--- config.mk ---
export PLATFORM = sky130hd
export DESIGN_NAME = bm25_queue
export DESIGN_NICKNAME = d
export VERILOG_FILES = /design/src/rtl/assert_macros.svh /design/src/rtl/bm25_pkg.sv /design/src/rtl/bm25_queue.sv
export SDC_FILE = /design/constraint.sdc
export NUM_CORES = 1
export LEC_CHECK = 0
export BUFFER_PORTS_ARGS = -buffer_cell sky130_fd_sc_hd__buf_2
export CAP_MARGIN = 20
export CELL_PAD_IN_SITES_DETAIL_PLACEMENT = 1
export CELL_PAD_IN_SITES_GLOBAL_PLACEMENT = 1
export CORE_UTILIZATION = 42
export DETAILED_ROUTE_END_ITERATION = 8
export GPL_TIMING_DRIVEN = 1
export PLACE_DENSITY_LB_ADDON = 0.1
export SETUP_SLACK_MARGIN = 0.15
export SYNTH_ARGS = -nofsm -noshare
export SYNTH_HDL_FRONTEND = slang
export SYNTH_SLANG_ARGS = --single-unit
--- constraint.sdc ---
create_clock -name clk -period 11.93 [get_ports clk]
set_clock_uncertainty 0.2 [all_clocks]
set_input_delay 1.193 -clock clk [delete_from_list [all_inputs] [get_ports clk]]
set_output_delay 1.193 -clock clk [all_outputs]
set_load 0.03 [all_outputs]
--- src/rtl/assert_macros.svh ---
// Assertion macros shared by the RTL.
`ifndef ASSERT_MACROS_SVH
`define ASSERT_MACROS_SVH
`ifndef NO_ASSERTIONS
`define ASSERT_ALWAYS(label, clk, rst_n, cond, msg) \
  label: assert property (@(posedge clk) disable iff (!rst_n) (cond)) else $error(msg);
`define ASSERT_IMPLIES(label, clk, rst_n, ante, cons, msg) \
  label: assert property (@(posedge clk) disable iff (!rst_n) (ante) |-> (cons)) \
    else $error(msg);
`else
`define ASSERT_ALWAYS(label, clk, rst_n, cond, msg)
`define ASSERT_IMPLIES(label, clk, rst_n, ante, cons, msg)
`endif
`endif

--- src/rtl/bm25_pkg.sv ---
// ----------------------------------------------------------------------------
// bm25_pkg
// Shared types and constants of the BM25 document scorer.
// ----------------------------------------------------------------------------
package bm25_pkg;

  localparam int TF_W     = 16;
  localparam int IDF_W    = 24;
  localparam int LEN_W    = 24;
  localparam int SCORE_W  = 40;
  localparam int K1_W     = 16;
  localparam int B_W      = 16;
  localparam int AVG_W    = 24;
  localparam int CFG_IDX_W = 2;
  localparam int CFG_DAT_W = 24;
  localparam int MAX_TERMS_DEF = 256;

  localparam logic [CFG_IDX_W-1:0] REG_SATURATION_K  = 2'd0;
  localparam logic [CFG_IDX_W-1:0] REG_LENGTH_WEIGHT = 2'd1;
  localparam logic [CFG_IDX_W-1:0] REG_AVERAGE_LEN   = 2'd2;

  localparam logic [K1_W-1:0]  K1_RESET  = 16'd4915;
  localparam logic [B_W-1:0]   B_RESET   = 16'd24576;
  localparam logic [AVG_W-1:0] AVG_RESET = 24'd256;
  localparam logic [B_W-1:0]   B_ONE     = 16'd32768;

  typedef struct packed {
    logic [TF_W-1:0]         tf;
    logic signed [IDF_W-1:0] idf;
    logic [LEN_W-1:0]        len;
    logic                    last;
    logic                    skip;
  } term_req_t;

  typedef struct packed {
    logic       full;
    logic       empty;
    logic [1:0] level;
  } q_stat_t;

  typedef struct packed {
    logic [K1_W-1:0]  k1;
    logic [B_W-1:0]   b;
    logic [AVG_W-1:0] avg;
  } cfg_t;

  typedef enum logic [3:0] {
    ST_IDLE, ST_MUL1, ST_NSET, ST_DIVN, ST_MUL2, ST_RSET, ST_DIVR, ST_MULC, ST_ACC
  } back_state_t;

endpackage

--- src/rtl/bm25_queue.sv ---
// ----------------------------------------------------------------------------
// bm25_queue
// Two-entry request queue between front and back.
// ----------------------------------------------------------------------------
module bm25_queue (
  input  logic                 clk,
  input  logic                 rst_n,
  input  logic                 push,
  input  bm25_pkg::term_req_t  wr_req,
  input  logic                 pop,
  output bm25_pkg::term_req_t  rd_req,
  output bm25_pkg::q_stat_t    stat
);
  import bm25_pkg::*;

  term_req_t  mem [2];
  logic       wp_r, wp_nxt, rp_r, rp_nxt;
  logic [1:0] lvl_r, lvl_nxt;
  logic       do_push, do_pop;

  assign do_push    = push && (lvl_r != 2'd2);
  assign do_pop     = pop && (lvl_r != 2'd0);
  assign rd_req     = mem[rp_r];
  assign stat.full  = (lvl_r == 2'd2);
  assign stat.empty = (lvl_r == 2'd0);
  assign stat.level = lvl_r;

  always_comb begin
    wp_nxt  = do_push ? ~wp_r : wp_r;
    rp_nxt  = do_pop ? ~rp_r : rp_r;
    lvl_nxt = lvl_r + {1'b0, do_push} - {1'b0, do_pop};
  end

  always_ff @(posedge clk) begin
    if (do_push) begin
      mem[wp_r] <= wr_req;
    end
  end

  always_ff @(posedge clk) begin
    if (!rst_n) begin
      wp_r  <= 1'b0;
      rp_r  <= 1'b0;
      lvl_r <= '0;
    end else begin
      wp_r  <= wp_nxt;
      rp_r  <= rp_nxt;
      lvl_r <= lvl_nxt;
    end
  end

endmodule

After elaboration in Yosys (flattened, before gate mapping)
Memory sizes are Yosys's and may differ from the RTL's. A register that Yosys moved wholly into a read port is not among the register bits.
Index checks and enable logic that the tools add are counted.
W data, S select, Z words.
{"block": "totals", "reg_bits": 4, "ram_bits": 132, "input_bits": 70, "wordCells": 18, "n_memories": 1}
{"name": "mem", "words": 2, "word_bits": 66, "read_ports": 1, "rd_ports_with_merged_regs": 1, "wr": 1, "line": "bm25_queue.sv:16", "source": "term_req_t mem [2];"}
{"block": "classes", "addsub": 2, "eq_ne": 2, "muxes": 4, "n_bitwise": 2, "reduce_logical": 4}
{"operator": "$mux W1", "count": 4}
{"operator": "$add A2 B1 Y2", "count": 1}
{"operator": "$eq A2 B2 Y1 const B", "count": 1}
{"operator": "$logic_and A1 B1 Y1", "count": 2}
{"operator": "$logic_not A2 Y1", "count": 1}
{"operator": "$ne A2 B2 Y1 const B", "count": 1}
{"operator": "$not A1 Y1", "count": 2}
{"operator": "$reduce_bool A2 Y1", "count": 1}
{"operator": "$sub A2 B1 Y2", "count": 1}

Depth between registers and ports, before layout
{"block": "depth", "depth_word": 4, "mapped_depth": 8, "depth_no_buf": 8}

Least setup slack after synthesis
No wires, ideal clock.
{"block": "synth_path", "kind": "input port to flip-flop", "from": "input push", "to": "memory mem[0][0] (netlist bit) (enable)", "arrival_ns": 4.046, "required_ns": 11.240, "setup_slack_ns": 7.194, "cell_stages": 2, "n_path_buf": 0, "cell_sequence": "nand2_1 -> nor2_1"}
{"block": "synth_between", "elab_chain_cells": 3}
{"element": "start: declaration", "line": "bm25_queue.sv:8", "source": "input logic push,"}
{"element": "$logic_and A1 B1 Y1", "line": "bm25_queue.sv:21", "source": "assign do_push = push && (lvl_r != 2'd2);"}
{"element": "$mux W1", "line": "bm25_queue.sv:35", "source": "if (do_push) begin"}
{"element": "$mux W1 (implied by the code)", "line": "bm25_queue.sv:36", "source": "mem[wp_r] <= wr_req;"}
{"element": "end: declaration", "line": "bm25_queue.sv:16"}
Every way passes these cells.

==> impl_metrics.toml <==
[run_status]
status = "finished, final reports clean"

[timing]
min_period_ns = 3.40
slew-limit-headroom_pct = 37.3
post-route-period-util_pct = 28.5
worstMarginPinSlew_ns = 0.940
hold_ws_ns = 0.337
finalSetupTns_ns = 0
hold_viol_final = 0
finalSetupViolCount = 0
rsz0062_at_grt = "false"
drv_slew = 0
fmax_mhz = 294

[finish]
n_antenna_cell = 0
seq_area_um2 = 4070
drive_gt1_share_pct = 60.7
nets = 458
final_common_cell = "buf_2"
multiInputGateArea_um2 = 1030
fillers = 1122
syn_to_final_growth_pct = 28.9
final_cell_mix = "buf_2 (139), edfxtp_1 (132), mux2_4 (40)"

[clock_network]
clockBufferDepth = 2
cts-hold-fix-buffers = 0
clkSinkCount = 137
post_cts_resize_count = 0
clock_latency_ns = 0.41
clk_pin_slew_ns = 0.05
post_cts_buffers = 0
cts_tree = "yes"
cts_root_buf = "clkbuf_16"
cts_buffers = 17
htreeDepth = 4

[routing]
finalWirelength_um = 9090
drt_iter0_drc = 121
wl_per_cell_um = 16.6
via_per_inst = 4.76
dr.pass1.iters = 4
drc = 0
dr_total_vias = 2598
ant_nets = 0

[logic_synthesis]
synth_edf_count = 132
yosysTopAreaCellShare_pct = 76.9
synthTopCellsByArea = "edfxtp_1 (77%), mux2_4 (12%), mux2_2 (5.7%)"
syn_avg_cell_area_um2 = 22.2
synth_cell_types = 18
syn_inst = 232
yosys_warnings = 0
yosysTopAreaCell = "edfxtp_1"
yosys_register_bits = 137
synth_flop_cell = "edfxtp_1"
ys_seq_area_share_pct = 78.8
synth_nets = 304
async_reset_ff_share_pct = 0
syn_area_um2 = 5160

[power_and_ir_drop]
powerDensity_nw_per_um2 = 257
peakVddDrop_uv = 132
static-leakage-power_nw = 2.62

[critical_path]
cp-start-kind = "register"
crit_required_ns = 10.54
path_max_fanout = 34
arrival_ns = 2.01
r2r_start = "lvl_r[0]"
path_class = "register to output port"
endpoint_kind = "output port"

[min_path]
hp-class = "register to register"
hp-start = "rp_r"

[floorplan]
coreArea_um2 = 12000
rows = 40
die_x_um = 113
die_h_um = 113
start_util_pct = 42.9
ioPinCount = 140
die_area_um2 = 12700

[run]
maxCapViolCount = 0

[global_routing]
grt_overflow = 0
grt_pass1_wl_um = 13700
grt_pass1_vias = 2749
antenna_found_initial = 1
gr-usage-all-layers_pct = 15.2
grt_max_degree = 67

[placement]
gp_congestion = 0.665
io_buffers = 139
dp_hpwl_um = 5620
-- routing by layer --
metal | up-vias | GRT usage [%] | wire length (um)
met3 | 19 | 6.80 | 721
met4 | 2 | 9.07 | 206
li1 | 1223 | - | -
met1 | 1253 | 15.4 | 3480
met5 | - | 0 | 16
met2 | 101 | 25.9 | 4670
-- flip-flops by register name, summed over array words and instances, names as in the netlist, named ones only --
name and flops:
lvl_r 2, wp_r 1, rp_r 1, mem 132
-- cell usage after synthesis (all sizes together), types with 2 or more instances --
library cell  count
and2              2
ha                2
nand2b            2
buf               7
mux2             66
nand2             2
nor2              5
dfxtp             5
inv               3
edfxtp          132
-- power breakdown --
group	internal [mW]	total (mW)	switching, mW
sequential	0.622	0.662	0.0404
combinational	0.200	0.513	0.313
clock	0.346	0.534	0.189
total	1.17	1.71	0.542
-- cells by family after synthesis --
family | Yosys count | synth area share [%]
mux | 67 | 17.5
fa+ha+maj | 2 | 0.485
flops | 137 | 78.8
compound gates | 1 | 0.146
buf+inv | 10 | 1.50
simple gates | 13 | 1.21
xor+xnor | 2 | 0.340
-- worst paths after layout --
check,cells after the start,end,slack (ns)
max,3,rd_req[4],8.53
min,2,register,0.34
max reg2reg,5,mem[0][22],9.65
min reg2reg,2,register,0.34
-- cell type report --
type / count / share of cell area (%)
Timing Repair Buffer: 142 / 11.3
Sequential cell: 137 / 61.2
Clock inverter: 15 / 2.75
Multi-Input combinational cell: 85 / 15.5
Inverter: 3 / 0.169
Tap cell: 147 / 2.77
Clock buffer: 17 / 6.40
-- worst max-delay path, cell delays in order, from the launching register on --
cell	delay (ns)
dfxtp_4	0.69
buf_16	0.30
mux2_2	0.38
buf_2	0.18
-- stage by stage --
step           instance area (um^2)  util, %  total power, mW  setup WS [ns]  std cells
2_1_floorplan                  5160        -             1.06           7.19        232
3_3_place_gp                   5990     49.9             1.18           8.51        512
3_5_place_dp                   5990     49.9             1.19           8.45        512
4_1_cts                        6600     55.0             1.73           8.31        544
5_1_grt                        6650     55.4             1.78           8.41        546
6_report                       6650     55.4             1.71           8.53        546
Note: power is estimated with default switching activity, not from simulation.
