`src/rtl/assert_macros.svh`:
```
// Assertion macros shared by the RTL.
`ifndef ASSERT_MACROS_SVH
`define ASSERT_MACROS_SVH
`ifndef NO_ASSERTIONS
`define ASSERT_ALWAYS(label, clk, rst_n, cond, msg) \
  label: assert property (@(posedge clk) disable iff (!rst_n) (cond)) else $error(msg);
`define ASSERT_IMPLIES(label, clk, rst_n, ante, cons, msg) \
  label: assert property (@(posedge clk) disable iff (!rst_n) (ante) |-> (cons)) \
    else $error(msg);
`else
`define ASSERT_ALWAYS(label, clk, rst_n, cond, msg)
`define ASSERT_IMPLIES(label, clk, rst_n, ante, cons, msg)
`endif
`endif

```
`src/rtl/bm25_pkg.sv`:
```
// ----------------------------------------------------------------------------
// bm25_pkg
// Shared types and constants of the BM25 document scorer.
// ----------------------------------------------------------------------------
package bm25_pkg;

  localparam int TF_W     = 16;
  localparam int IDF_W    = 24;
  localparam int LEN_W    = 24;
  localparam int SCORE_W  = 40;
  localparam int K1_W     = 16;
  localparam int B_W      = 16;
  localparam int AVG_W    = 24;
  localparam int CFG_IDX_W = 2;
  localparam int CFG_DAT_W = 24;
  localparam int MAX_TERMS_DEF = 256;

  localparam logic [CFG_IDX_W-1:0] REG_SATURATION_K  = 2'd0;
  localparam logic [CFG_IDX_W-1:0] REG_LENGTH_WEIGHT = 2'd1;
  localparam logic [CFG_IDX_W-1:0] REG_AVERAGE_LEN   = 2'd2;

  localparam logic [K1_W-1:0]  K1_RESET  = 16'd4915;
  localparam logic [B_W-1:0]   B_RESET   = 16'd24576;
  localparam logic [AVG_W-1:0] AVG_RESET = 24'd256;
  localparam logic [B_W-1:0]   B_ONE     = 16'd32768;

  typedef struct packed {
    logic [TF_W-1:0]         tf;
    logic signed [IDF_W-1:0] idf;
    logic [LEN_W-1:0]        len;
    logic                    last;
    logic                    skip;
  } term_req_t;

  typedef struct packed {
    logic       full;
    logic       empty;
    logic [1:0] level;
  } q_stat_t;

  typedef struct packed {
    logic [K1_W-1:0]  k1;
    logic [B_W-1:0]   b;
    logic [AVG_W-1:0] avg;
  } cfg_t;

  typedef enum logic [3:0] {
    ST_IDLE, ST_MUL1, ST_NSET, ST_DIVN, ST_MUL2, ST_RSET, ST_DIVR, ST_MULC, ST_ACC
  } back_state_t;

endpackage

```
`src/rtl/bm25_front.sv`:
```
// ----------------------------------------------------------------------------
// bm25_front
// Accepts term requests, counts terms per document and marks the end.
// ----------------------------------------------------------------------------
module bm25_front #(
  parameter int MAX_TERMS = bm25_pkg::MAX_TERMS_DEF
) (
  input  logic                            clk,
  input  logic                            rst_n,
  input  logic                            in_push,
  input  logic [bm25_pkg::TF_W-1:0]       in_term_freq,
  input  logic signed [bm25_pkg::IDF_W-1:0] in_term_weight,
  input  logic [bm25_pkg::LEN_W-1:0]      in_doc_length,
  input  logic                            in_last_term,
  input  bm25_pkg::q_stat_t               q_stat,
  output logic                            in_full,
  output logic                            q_push,
  output bm25_pkg::term_req_t             q_req
);
  import bm25_pkg::*;

  localparam int CW = (MAX_TERMS > 1) ? $clog2(MAX_TERMS) : 1;

  logic [CW-1:0] cnt_r, cnt_nxt;
  logic          end_doc;

  assign in_full = q_stat.full;
  assign q_push  = in_push && !q_stat.full;
  assign end_doc = in_last_term || (cnt_r == CW'(MAX_TERMS - 1));

  always_comb begin
    q_req.tf   = in_term_freq;
    q_req.idf  = in_term_weight;
    q_req.len  = in_doc_length;
    q_req.last = end_doc;
    q_req.skip = (in_term_freq == '0);
    cnt_nxt    = cnt_r;
    if (q_push) begin
      cnt_nxt = end_doc ? '0 : cnt_r + 1'b1;
    end
  end

  always_ff @(posedge clk) begin
    if (!rst_n) begin
      cnt_r <= '0;
    end else begin
      cnt_r <= cnt_nxt;
    end
  end

endmodule

```
`config.mk`:
```
export PLATFORM = sky130hd
export DESIGN_NAME = bm25_front
export DESIGN_NICKNAME = d
export VERILOG_FILES = /design/src/rtl/assert_macros.svh /design/src/rtl/bm25_pkg.sv /design/src/rtl/bm25_front.sv
export SDC_FILE = /design/constraint.sdc
export NUM_CORES = 1
export LEC_CHECK = 0
export ABC_CLOCK_PERIOD_IN_PS = 1460
export BUFFER_PORTS_ARGS = -buffer_cell sky130_fd_sc_hd__buf_2
export CAP_MARGIN = 20
export CORE_UTILIZATION = 30
export CTS_CLUSTER_SIZE = 20
export DETAILED_ROUTE_END_ITERATION = 10
export PLACE_DENSITY_LB_ADDON = 0.25
export SLEW_MARGIN = 20
export SYNTH_ARGS = -nofsm -noshare
export SYNTH_HDL_FRONTEND = slang
export SYNTH_SLANG_ARGS = --single-unit
```
`constraint.sdc`:
```
create_clock -name clk -period 1.46 [get_ports clk]
set_clock_uncertainty 0.05 [all_clocks]
set_input_delay 0.146 -clock clk [delete_from_list [all_inputs] [get_ports clk]]
set_output_delay 0.146 -clock clk [all_outputs]
set_load 0.02 [all_outputs]
```
-- Word level (Yosys, flattened, before mapping)
Index checks and enable logic that the tools add are counted.
- input port bits: 72
- register bits after elaboration: 8
- add/sub/neg operators: 1
- mux-type cells: 1
- eq/ne operators: 1
- reductions and logical operators: 4
- operators by type and width (kind ; number):
    $logic_not A16 Y1 ; 1
    $add A8 B1 Y8 const B ; 1
    $eq A8 B8 Y1 const B ; 1
    $mux W8 ; 1
    $logic_and A1 B1 Y1 ; 1
    $logic_not A1 Y1 ; 1
    $logic_or A1 B1 Y1 ; 1

-- Depth between registers and ports, before layout
- depth in word-level cells: 3
- depth in mapped cells: 4
- gate-level depth less buffers: 4

-- Worst setup path before layout
Ideal clock, no wire load.
- path type: register to register
- start: reg cnt_r[0]
- end: reg cnt_r[6]
- path buffers: 0
- path slack: 0.169 ns
- data arrival time: 1.171 ns
- stages on the path, launching flop included: 5
- library setup time: 0.070 ns
- cell sequence: dfxtp_1 -> ha_1 -> nand4b_2 -> or3_1 -> a21oi_1
- longest elaborated chain between the ends: 3
- elaborated cells between the ends (all ways): 4
- ends and longest elaborated chain (element ; RTL line ; RTL):
    start, declared ; bm25_front.sv:24 ; logic [CW-1:0] cnt_r, cnt_nxt;
    start signal, assigned ; bm25_front.sv:47 ; cnt_r <= cnt_nxt;
    parallel branches: the longest is 2 deep, another holds $add A8 B1 Y8 ; - ;
    $mux W8 (*) ; bm25_front.sv:39 ; cnt_nxt = end_doc ? '0 : cnt_r + 1'b1;
Every way passes the cells marked *.
A chain may end at the register's enable or synchronous reset.

==> summary.md <==
| Metric | Value |
|---|---|
| GPL Wtd Cong | 0.749 |
| Post-layout min period | 1380 ps |
| Cell Area, Placed | 718 um^2 |
| Grt met1 use | 0.100 |
| DR vias | 623 |
| Row count | 20 |
| Hpwl dp | 1400 um |
| Design area | 781 um^2 |
| Met3 Usage GRT | 0.0681 |
| GR peak layer | met2 |
| CP Launch Type | register |
| Met2 Use GR | 0.167 |
| GRT Overall Usage | 0.103 |
| Slowest CP cell | dfxtp_1 |
| # setup viols final | 0 |
| CP Cell Sequence | nand2_1 -> nor2_1 -> a41o_1 -> buf_2 |
| Commonest non-fill, non-tap cell in the layout | buf_2 |
| Clock Sinks | 8 |
| Placed cell count | 137 |
| Area Overhead vs Synth | -17.9% |
| # nets final | 171 |
| Die area | 3400 um^2 |
| Final slew viol count | 0 |
| Final wirelength | 1790 um |
| Slew Limit Headroom | 0.787 |
| Vias/cell | 4.45 |
| Worst EP arrival | 1180 ps |
| Leak pwr | 0.376 nW |
| Syn nets | 191 |
| Synthesized area per cell | 8.06 um^2 |
| Most flop-heavy register | cnt_r |
| First-pass GRT wire length | 2730 um |
| Fmax | 725 MHz |
| Drt pass-1 iters | 3 |
| ANT nets after route | 0 |
| Peak supply drop | 0.000512 V |
| Remaining global-route overflow | 0 |
| Worst path bufs/invs | 1 |
| Chip Width | 58.3 um |
| Core Box Area | 3030 um^2 |
| Final period utilization | 0.945 |
| Syn. warnings | 0 |
| Worst-Margin Slew | 319 ps |
| Cells after Synth | 118 |
| CP max FO | 5 |
| CTS H-tree depth | 1 |
| Setup Crit Path Kind | register to output pin |
| Num ports | 140 |
| Setup ws final | 80.6 ps |
| DRC viols | 0 |
| Port bufs | 40 |
| RSZ-0062 raised after global routing | no |
| Synthesized area | 951 um^2 |
| Sequential share of the synthesized area | 0.168 |
| Worst min path class | input port to register |
| Routed len/inst | 12.8 um |
| Clock Latency Late Sink | 250 ps |
| Worst slack at placement | -17.5 ps |
| PD cells | 682 nW/um^2 |
| Clock root cell | clkbuf_4 |
| Yosys cell types | 25 |
| Layout cells sized above 1 | 0.563 |
| Initial antenna violation count | 0 |
| Vias in the first global route | 598 |
| Max-cap viol count | 0 |
| Status | finished, final reports clean |
| Layout fillers | 340 |
| Initial core utilization | 0.314 |
| Num CTS Buffers | 3 |
| CTS clk-pin slew, worst paths | 60 ps |
| Final Non-Filler Cells | 140 |
| TritonCTS clock tree | yes |
| Worst Setup End Kind | output pin |
| Antenna diodes | 0 |
| Setup TNS | 0 ps |
| Die H | 58.3 um |
| Number of synthesized register bits | 8 |
| Max reg flops | 8 |
| Biggest regs | cnt_r x8 |
| Crit path max-delay family | flip-flops |
| 1st-iter DRT viols | 3 |
| Largest net degree at the start of global routing | 9 |
| Overall power | 533 uW |
| Critical Path Max Stage Delay | 390 ps |
| CP required | 1260 ps |
| Final hold violations | 0 |
| Clk buf depth | 2 |
| Commonest non-fill, non-tap cells in the layout | buf_2, nand2_1, dfxtp_1 |
## worst paths after layout
kind,startpoint,slack [ps],depth (start not counted),end
hold reg to reg,cnt_r[1]$_SDFFE_PN0P_,440,2,cnt_r[1]$_SDFFE_PN0P_
setup / recovery,cnt_r[5]$_SDFFE_PN0P_,80,4,q_req[1]
hold / removal,rst_n,130,3,cnt_r[5]$_SDFFE_PN0P_
setup reg to reg,cnt_r[0]$_SDFFE_PN0P_,120,4,cnt_r[6]$_SDFFE_PN0P_
## synth_stat cells
master	count	area, um^2
a21oi_1	4	20.0
or4_4	1	11.3
xor2_1	1	8.76
nand3_1	2	10.0
dfxtp_1	8	160
a311oi_1	1	8.76
inv_1	3	11.3
nor2_1	3	11.3
xnor2_1	1	8.76
nand2b_4	1	13.8
and4_1	1	8.76
o311ai_2	1	16.3
a21oi_2	1	8.76
nor4_1	4	25.0
nand4_1	1	6.26
buf_4	66	495
o31a_1	1	8.76
nand3b_1	2	15.0
or3_1	3	18.8
o21ai_0	4	20.0
nand2_1	5	18.8
nand4b_2	1	15.0
ha_1	1	12.5
o31ai_1	1	7.51
a41o_1	1	10.0
## per-layer routing
layer / part of all wire / vias up / wire length [um]
met2: 0.50 / 57 / 893
li1: - / 293 / -
met4: 0.013 / 0 / 23
met5: 0 / - / 0
met3: 0.13 / 10 / 239
met1: 0.35 / 263 / 632
## report_power, final
group | leakage [nW] | total [mW] | switching, mW | internal, mW
clock | 0.0138 | 0.174 | 0.0799 | 0.0944
sequential | 0.0661 | 0.225 | 0.00357 | 0.221
combinational | 0.296 | 0.133 | 0.0779 | 0.0555
## area by class of cell
cell class,count,area [um^2],area share
Sequential cell,8,164,0.210
Clock buffer,3,22.5,0.0288
Multi-Input combinational cell,41,320,0.410
Timing Repair Buffer,41,208,0.266
Tap cell,44,55.1,0.0705
Inverter,3,11.3,0.0144
## stage by stage
stage          utilization  hold WS, ps
6_report             0.258          130
5_1_grt              0.258          134
4_1_cts              0.248          121
3_5_place_dp         0.237          242
3_3_place_gp         0.237          242
2_1_floorplan            -          262
## tightest hold or removal path, stage by stage
cell	delay [ps]
buf_2	120
o311ai_4	80
a21oi_2	30
## logic make-up (layout without fill, tap and decap cells)
| group | count (synthesis) | in the layout | share of synthesized area |
|---|---|---|---|
| AOI/OAI and AO/OA | 14 | 14 | 0.105 |
| adders and majority gates | 1 | 1 | 0.0132 |
| xor gates and xnor gates | 2 | 2 | 0.0184 |
| and+or+nand+nor | 24 | 24 | 0.162 |
| buffers and inverters | 69 | 47 | 0.533 |
| DFF | 8 | 8 | 0.168 |
## repair_timing
action	CTS	global route
buffers inserted	0	0
hold buffers	0	0
setup endpoints to repair	3	7
gates resized for setup	2	6
No activity file was read; power rests on OpenSTA's default activity.
